$ cat config.mk
export PLATFORM = sky130hd
export DESIGN_NAME = insertion_sorter_core
export DESIGN_NICKNAME = d
export VERILOG_FILES = /design/src/rtl/core/isrt_pkg.sv /design/src/rtl/core/isrt_cell.sv /design/src/rtl/core/insertion_sorter_core.sv
export SDC_FILE = /design/constraint.sdc
export NUM_CORES = 2
export LEC_CHECK = 0
export BUFFER_PORTS_ARGS = -buffer_cell sky130_fd_sc_hd__buf_4
export CORE_MARGIN = 2
export CORE_UTILIZATION = 40
export DETAILED_ROUTE_END_ITERATION = 10
export GPL_TIMING_DRIVEN = 0
export PLACE_DENSITY = 0.64
export SLEW_MARGIN = 40
export SYNTH_ARGS = -nofsm -noshare
export SYNTH_HDL_FRONTEND = slang
export SYNTH_SLANG_ARGS = --single-unit
$ cat constraint.sdc
create_clock -name clk -period 11.2 [get_ports clk]
set_clock_uncertainty 0.2 [all_clocks]
set_input_delay 0.56 -clock clk [delete_from_list [all_inputs] [get_ports clk]]
set_output_delay 0.56 -clock clk [all_outputs]
set_load 0.01 [all_outputs]
$ cat src/rtl/core/isrt_pkg.sv
`timescale 1ns / 1ps
// ----------------------------------------------------------------------------
// isrt_pkg
// Shared types and constants for the insertion sorter core.
// ----------------------------------------------------------------------------
package isrt_pkg;

  localparam int DEPTH_DEF = 16;
  localparam int VALUE_W   = 32;

  typedef enum logic {
    ST_FILL,
    ST_DRAIN
  } state_t;

  typedef struct packed {
    logic insert;
    logic shift;
  } cell_ctrl_t;

endpackage

$ cat src/rtl/core/isrt_cell.sv
`timescale 1ns / 1ps
// ----------------------------------------------------------------------------
// isrt_cell
// One slot of the sorted run: compare-and-shift on insert, shift down on drain.
// ----------------------------------------------------------------------------
module isrt_cell (
  input  logic                                clk,
  input  logic                                rst,
  input  isrt_pkg::cell_ctrl_t                ctrl,
  input  logic signed [isrt_pkg::VALUE_W-1:0] ins_value,
  input  logic signed [isrt_pkg::VALUE_W-1:0] left_value,
  input  logic                                left_valid,
  input  logic                                left_gt,
  input  logic signed [isrt_pkg::VALUE_W-1:0] right_value,
  input  logic                                right_valid,
  output logic signed [isrt_pkg::VALUE_W-1:0] value,
  output logic                                valid,
  output logic                                gt
);

  // entry strictly greater than the incoming value moves up
  assign gt = valid && (value > ins_value);

  always_ff @(posedge clk) begin
    if (ctrl.insert) begin
      if (left_gt) begin
        value <= left_value;
      end else if (gt || (!valid && left_valid)) begin
        value <= ins_value;
      end
    end else if (ctrl.shift) begin
      value <= right_value;
    end
  end

  always_ff @(posedge clk) begin
    if (rst) begin
      valid <= 1'b0;
    end else if (ctrl.insert) begin
      valid <= valid || left_valid;
    end else if (ctrl.shift) begin
      valid <= right_valid;
    end
  end

endmodule

$ cat src/rtl/core/insertion_sorter_core.sv
`timescale 1ns / 1ps
// ----------------------------------------------------------------------------
// insertion_sorter_core
// Streaming insertion sort of signed 32-bit values in a chain of cells.
// ----------------------------------------------------------------------------
// The slave channel takes one signed value per transfer; tlast closes a set.
// Each value is placed into a chain of DEPTH cells in the transfer's cycle,
// so values enter at one per cycle while a set is being collected.
// Values beyond DEPTH in one set are dropped and flag the set as overflowed.
// After the transfer carrying tlast the core stops taking input and drains
// the run in ascending order on the master channel, one transfer per cycle,
// the first result in the cycle after the closing input transfer. tlast marks
// the largest value, tuser carries the overflow flag on every result.
// The drain shifts the whole chain one cell towards the output per transfer.
// While the receiver holds tready low the current result stays on the port
// and the chain holds. Input is taken again in the cycle after the final
// result transfer. Reset empties the chain, clears the overflow flag and
// returns to collecting; stored values need no clearing.
// ----------------------------------------------------------------------------
module insertion_sorter_core #(
  parameter int DEPTH = isrt_pkg::DEPTH_DEF
) (
  input  logic        clk,
  input  logic        rst,
  input  logic        s_tvalid,
  output logic        s_tready,
  input  logic [31:0] s_tdata,   // value[31:0]
  input  logic        s_tlast,
  output logic        m_tvalid,
  input  logic        m_tready,
  output logic [31:0] m_tdata,   // value_res[31:0]
  output logic        m_tlast,
  output logic        m_tuser    // overflow
);

  isrt_pkg::state_t     state;
  isrt_pkg::state_t     state_next;
  isrt_pkg::cell_ctrl_t ctrl;
  logic                 dropped;
  logic                 dropped_next;
  logic                 full;
  logic                 in_xfer;
  logic                 out_xfer;

  logic signed [isrt_pkg::VALUE_W-1:0] cell_value [DEPTH];
  logic [DEPTH-1:0]                    cell_valid;
  logic [DEPTH-1:0]                    cell_gt;
  logic signed [isrt_pkg::VALUE_W-1:0] ins_value;

  assign ins_value = s_tdata;
  assign full      = cell_valid[DEPTH-1];
  assign in_xfer   = s_tvalid && s_tready;
  assign out_xfer  = m_tvalid && m_tready;

  assign s_tready = (state == isrt_pkg::ST_FILL);
  assign m_tvalid = (state == isrt_pkg::ST_DRAIN);
  assign m_tdata  = cell_value[0];
  assign m_tlast  = !cell_valid[1];
  assign m_tuser  = dropped;

  always_ff @(posedge clk) begin
    if (rst) begin
      state   <= isrt_pkg::ST_FILL;
      dropped <= 1'b0;
    end else begin
      state   <= state_next;
      dropped <= dropped_next;
    end
  end

  always_comb begin
    state_next   = state;
    dropped_next = dropped;
    ctrl.insert  = 1'b0;
    ctrl.shift   = 1'b0;
    case (state)
      isrt_pkg::ST_FILL: begin
        if (in_xfer) begin
          ctrl.insert = !full;
          if (full) begin
            dropped_next = 1'b1;
          end
          if (s_tlast) begin
            state_next = isrt_pkg::ST_DRAIN;
          end
        end
      end
      isrt_pkg::ST_DRAIN: begin
        if (out_xfer) begin
          ctrl.shift = 1'b1;
          if (m_tlast) begin
            state_next   = isrt_pkg::ST_FILL;
            dropped_next = 1'b0;
          end
        end
      end
      default: begin
        state_next = isrt_pkg::ST_FILL;
      end
    endcase
  end

  for (genvar i = 0; i < DEPTH; i++) begin : g_cell
    logic signed [isrt_pkg::VALUE_W-1:0] left_value;
    logic                                left_valid;
    logic                                left_gt;
    logic signed [isrt_pkg::VALUE_W-1:0] right_value;
    logic                                right_valid;

    if (i == 0) begin : g_head
      assign left_value = '0;
      assign left_valid = 1'b1;
      assign left_gt    = 1'b0;
    end else begin : g_body
      assign left_value = cell_value[i-1];
      assign left_valid = cell_valid[i-1];
      assign left_gt    = cell_gt[i-1];
    end

    if (i == DEPTH - 1) begin : g_tail
      assign right_value = '0;
      assign right_valid = 1'b0;
    end else begin : g_inner
      assign right_value = cell_value[i+1];
      assign right_valid = cell_valid[i+1];
    end

    isrt_cell u_cell (
      .clk         (clk),
      .rst         (rst),
      .ctrl        (ctrl),
      .ins_value   (ins_value),
      .left_value  (left_value),
      .left_valid  (left_valid),
      .left_gt     (left_gt),
      .right_value (right_value),
      .right_valid (right_valid),
      .value       (cell_value[i]),
      .valid       (cell_valid[i]),
      .gt          (cell_gt[i])
    );
  end

  // occupied cells always form a contiguous run from the head
  a_run_contiguous: assert property (@(posedge clk) disable iff (rst)
    $onehot({1'b0, cell_valid} + {{DEPTH{1'b0}}, 1'b1}))
    else $error("occupied cells not contiguous");

  a_drain_nonempty: assert property (@(posedge clk) disable iff (rst)
    m_tvalid |-> cell_valid[0])
    else $error("result offered from an empty chain");

  a_close_starts_drain: assert property (@(posedge clk) disable iff (rst)
    (in_xfer && s_tlast) |=> (m_tvalid && !s_tready))
    else $error("closing transfer did not start the drain");

  a_final_reopens: assert property (@(posedge clk) disable iff (rst)
    (out_xfer && m_tlast) |=> (s_tready && !m_tuser && !cell_valid[0]))
    else $error("chain not emptied after final result");

endmodule
# Word level (Yosys, flattened, before mapping)
# Index checks and enable logic that the tools add are counted.
op_classes:
  magnitude_cmp: 16
  n_eq_ne: 20
  n_mux: 109
  bitwise_logic: 1
  reduce_logical: 98
op_table:
  columns: ["op", "n"]
  rows:
  - ["two-way mux 32 bit", 63]
  - ["> comparator 32 bit", 16]
  - ["inequality test 3 x 1 -> 1 bit (second input constant)", 15]
  - ["two-way mux 1 bit", 44]
  - ["logical AND 1 bit", 33]
  - ["AND reduction 2 bit", 16]
  - ["logical OR 1 bit", 31]
  - ["logical NOT 1 bit", 16]
  - ["inequality test 2 x 1 -> 1 bit (second input constant)", 4]
  - ["one-hot mux 1 bit (2 select lines)", 2]
  - ["AND reduction 4 bit", 1]
  - ["inequality test 2 bit (second input constant)", 1]
  - ["nonzero test 2 bit", 1]
  - ["inverter 1 bit", 1]
totals:
  reg_bits: 530
  inputBits: 37
  wordCells: 278

# Logic depth before layout (Yosys ltp)
depth:
  depth_word: 6
  ltp_mapped: 11

# By module
# From an unflattened synthesis, not the netlist that was laid out.
unflattened:
  hier_cells: 4286
  hier_area_um2: 40094.7
by_module_without_submodules:
  columns: ["module", "instances", "cells_per_inst", "area_each_um2", "seq_area_each_um2"]
  rows:
  - ["isrt_cell", 16, 267, 2498.6, 980.9]
  - ["insertion_sorter_core", 1, 14, 116.4, 40.0]

# Worst setup path before layout
# OpenSTA, ideal clock, no wires.
synth_timing:
  path_type: "input port to flip-flop"
  start: "input s_tdata[14]"
  end: "register g_cell[5].u_cell.value[0] (netlist bit), enable pin"
  arrival_time_ns: 4.651
  t_required_ns: 10.559
  path_slack_ns: 5.909
  path_stages: 11
  cell_sequence: "inv_1 -> ha_1 -> a21oi_1 -> nand2_1 -> a221o_1 -> o31a_1 -> o31a_1 -> or2_1 -> buf_2 -> buf_6 -> a31oi_1"
synth_between:
  elab_chain_cells: 5
  word_cells_on_any_way: 7
  cone_classes: "order compare: 2; eq/ne: 1; reduce/logical: 4"
synth_rtl:
  columns: ["item", "line_no", "text"]
  rows:
  - ["start: declaration", "insertion_sorter_core.sv:27", "input logic [31:0] s_tdata,"]
  - ["> comparator 32 bit", "isrt_cell.sv:22", "assign gt = valid && (value > ins_value);"]
  - ["logical AND 1 bit", "isrt_cell.sv:22", null]
  - ["logical OR 1 bit", "isrt_cell.sv:28", "end else if (gt || (!valid && left_valid)) begin"]
  - ["inequality test 3 x 1 -> 1 bit (no source line) *", null, null]
  - ["AND reduction 2 bit (no source line) *", null, null]
  - ["end signal: assignment", "isrt_cell.sv:27", "value <= left_value;"]
  - ["end signal: assignment", "isrt_cell.sv:29", "value <= ins_value;"]
  - ["end signal: assignment", "isrt_cell.sv:32", "value <= right_value;"]
  - ["end: declaration", "isrt_cell.sv:16", "output logic signed [isrt_pkg::VALUE_W-1:0] value,"]
# Every way passes the cells marked *; elsewhere a longest branch is shown, timed or not.
# A chain may end at the register's enable or synchronous reset.

# Worst setup path after layout
layout_timing:
  start: "input s_tdata[8]"
  end: "register g_cell[0].u_cell.value[15] (netlist bit), enable pin"
layout_between:
  elab_chain_cells: 5
layout_rtl:
  columns: ["item", "line_no"]
  rows:
  - ["> comparator 32 bit", "isrt_cell.sv:22"]
  - ["logical AND 1 bit", "isrt_cell.sv:22"]
  - ["logical OR 1 bit", "isrt_cell.sv:28"]
  - ["inequality test 2 x 1 -> 1 bit (no source line)", null]
  - ["AND reduction 2 bit (no source line)", null]
  - ["end signal: assignment", "isrt_cell.sv:27"]
  - ["end signal: assignment", "isrt_cell.sv:29"]
  - ["end signal: assignment", "isrt_cell.sv:32"]
  - ["end: declaration", "isrt_cell.sv:16"]
# Every way passes these cells.

==> metrics <==
status finished, final reports clean; worst path cell trace buf_4, clkinv_1, ha_1, nand4_1, nor4_1, a211o_1, a21o_1, clkbuf_1, nand3_1, a31oi_4, buf_8; Power Density 155 nW/um^2; most common cell after layout, fill and taps aside nand2_1; Worst Hold End g_cell[0].u_cell.valid; Area growth syn-to-layout 12.5%; EDFF count, synth 512; Max Cap Viol 0; final wirelength 155,000 um; R2R cell count 9; Sequential Power Share 0.413; pin count of the biggest net entering global routing 33; RSZ-0062 raised after global routing no; Synth Cell Area 38,700 sq um; Leakage Power 16.2 nW; TritonCTS buffer count 61; DRC viols 0; dominant synthesized flop cell edfxtp_1; DR WL/cell 28.2 um; Cell Rows 114; Avg Cell Area, Syn 9.62 sq um; Crit path arrival time 5260 ps; final setup fails 0; vias in the first global route 33,800; FF-to-FF Start m_tvalid; Async SR Flop Fraction 0; Syn Inst Count 4,016; setup TNS 0 ps; combinational share of power 0.288; fillcell total 9,298; Hold Vio Cnt, Final 0; clock power share 0.299; Placer Congestion 0.979; CTS tree done; setup slack after layout 6090 ps; Max VDD drop 0.116 mV; # nets final 4,698; Post-CTS Repair Setup Buffers 0; worst min path class in2reg; worst hold start m_tready; FF+latch count, synth 530; post_cts resized 0; layout cell share with drive strength beyond 1 0.0930; I/O pins 73; Worst slew margin 0.361; crit path max-delay cell type nor4_1; hold_buf cts 1; synth warn 0; antenna-violating nets left 0; Final Non-Filler Cells 5,506; clk buf depth 3; WS Path Type in2reg; Chip Width 315 um; most frequent cells in the layout nand2_1 (592), edfxtp_1 (512), ha_1 (480); fmax 196 MHz; sequential-to-total area share from yosys stat 0.407; Critical Path Fanout Max 17; total track usage 0.304; Worst Hold Depth 3; Die Area 99,100 sq um; core box area 96,300 sq um; Root Buffer clkbuf_16; startpoint type of the worst setup path input pin; Switching Fraction 0.361; vias per cell 6.60; grt ovf 0; # clock sinks 530; post-DP HPWL 123,000 um; initial core utilization 0.401; drt pass-1 iters 6; Distinct cells, synth 79; clock slew at reported path FFs 60 ps; initial antenna violation count 2; H-tree depth 2; global-route wire length before repair 225,000 um; Via Count 36,300; reg2reg setup slack 6170 ps; initial DRC count 4,886; Final Slew Violations 0; reg2reg end g_cell[12].u_cell.value[5]; final period demand of the worst path 5110 ps; Sw Pwr 0.00243 W; period utilization 0.457; clock latency on the worst-skew pair 650 ps; dpl cells 5,393; CP endpoint kind register; Internal 0.00430 W; slowest cell delay on critical path 820 ps; syn_nets 4,533; die height 315 um; CP required 11,350 ps; dpl ws 5990 ps; Worst Tran Pin Value 949 ps; Buffers on Ports 71
==> logic make-up after synthesis <==
family | share of synthesized area
muxes | 0.0166
and+or+nand+nor | 0.167
buffers and inverters | 0.0426
adders and majority gates | 0.155
AOI/OAI and AO/OA | 0.212
DFF | 0.407
==> state kept, by name, summed over array words and instances (netlist names) <==
name,flops
g_cell.u_cell.value,512
m_tvalid,1
g_cell.u_cell.valid,16
m_tuser,1
==> routing by layer <==
| layer | GRT usage | vias up | part of all wire |
|---|---|---|---|
| met4 | 0.120 | 4 | 0.045 |
| met1 | 0.426 | 17700 | 0.41 |
| met2 | 0.455 | 2335 | 0.43 |
| li1 | - | 16000 | - |
| met5 | 0 | - | 0.00015 |
| met3 | 0.0674 | 337 | 0.11 |
==> final cells by class <==
class,instances,area (sq um),area share
multi-input cells,3109,21500,0.496
well taps,1276,1600,0.0367
plain buffers,304,1400,0.0322
clock inverters,29,226,0.00521
repair buffers,102,1030,0.0238
diodes,2,5.00,0.000115
flip-flops and latches,530,15700,0.362
clock buffers,81,1650,0.0380
inverters,73,274,0.00630
==> synthesized netlist by cell type, types with 5 or more instances <==
library cell / count / share of area
dfxtp_1: 18 / 0.0093
o41ai_1: 6 / 0.0014
nand4_1: 223 / 0.036
clkbuf_4: 29 / 0.0056
buf_6: 6 / 0.0017
nand2b_1: 18 / 0.0029
o21a_1: 41 / 0.0080
a221oi_1: 15 / 0.0034
a21o_1: 18 / 0.0035
nor3_1: 23 / 0.0030
nor2_1: 193 / 0.019
a31o_2: 58 / 0.013
and3_1: 5 / 0.00081
o21ai_1: 15 / 0.0019
o211ai_1: 81 / 0.016
a221o_1: 103 / 0.027
nor2b_1: 19 / 0.0031
a22oi_1: 8 / 0.0016
inv_1: 73 / 0.0071
a21boi_0: 5 / 0.00097
a31oi_1: 88 / 0.014
nand3_1: 115 / 0.015
a211oi_1: 18 / 0.0035
or3_1: 8 / 0.0013
clkbuf_1: 219 / 0.021
a31o_1: 8 / 0.0018
and4_1: 12 / 0.0027
o31ai_1: 95 / 0.018
buf_2: 25 / 0.0032
or2_2: 5 / 0.00081
a21oi_1: 334 / 0.043
or4_1: 9 / 0.0017
nand2_1: 593 / 0.058
buf_1: 19 / 0.0018
edfxtp_1: 512 / 0.40
and2_1: 67 / 0.011
mux2i_1: 64 / 0.017
o21ai_0: 197 / 0.026
o31a_1: 71 / 0.016
ha_1: 480 / 0.16
nor4_1: 54 / 0.0087
==> power groups by stage <==
stage / Clock [W] / Sequential (W) / Combinational (W)
floorplan: 0 / 0.00271 / 0.00120
global placement: 0 / 0.00283 / 0.00173
detailed placement: 0 / 0.00281 / 0.00186
CTS: 0.00200 / 0.00277 / 0.00187
global route: 0.00207 / 0.00279 / 0.00210
finish: 0.00201 / 0.00278 / 0.00194
==> worst max-delay path by stage <==
stage | startpoint | to | cells past startpoint | slack [ps]
global placement | s_tdata[15] | g_cell[0].u_cell.value[24] | 10 | 3220
CTS | m_tvalid | g_cell[12].u_cell.value[7] | 9 | 6420
global route | s_tdata[8] | g_cell[0].u_cell.value[24] | 11 | 6060
detailed placement | s_tdata[10] | g_cell[0].u_cell.value[15] | 11 | 5990
floorplan | s_tdata[14] | g_cell[5].u_cell.value[0] | 11 | 5910
finish | s_tdata[8] | g_cell[0].u_cell.value[15] | 11 | 6090
==> stage by stage <==
step                hold slack [ps]  utilization  total power (W)  instance area [sq um]
finish                         74.3        0.451          0.00673                  43500
global route                   91.4        0.451          0.00697                  43500
CTS                            49.7        0.451          0.00664                  43400
detailed placement              321        0.431          0.00467                  41500
global placement                309        0.424          0.00456                  40800
floorplan                       278            -          0.00391                  38700
==> worst max-delay path, delay by kind of cell <==
family | cells | cell delay (ps)
compound gates | 3 | 1260
simple gates | 3 | 1200
fa+ha+maj | 1 | 620
buf+inv | 4 | 1580
(Power assumes the default switching activity.)
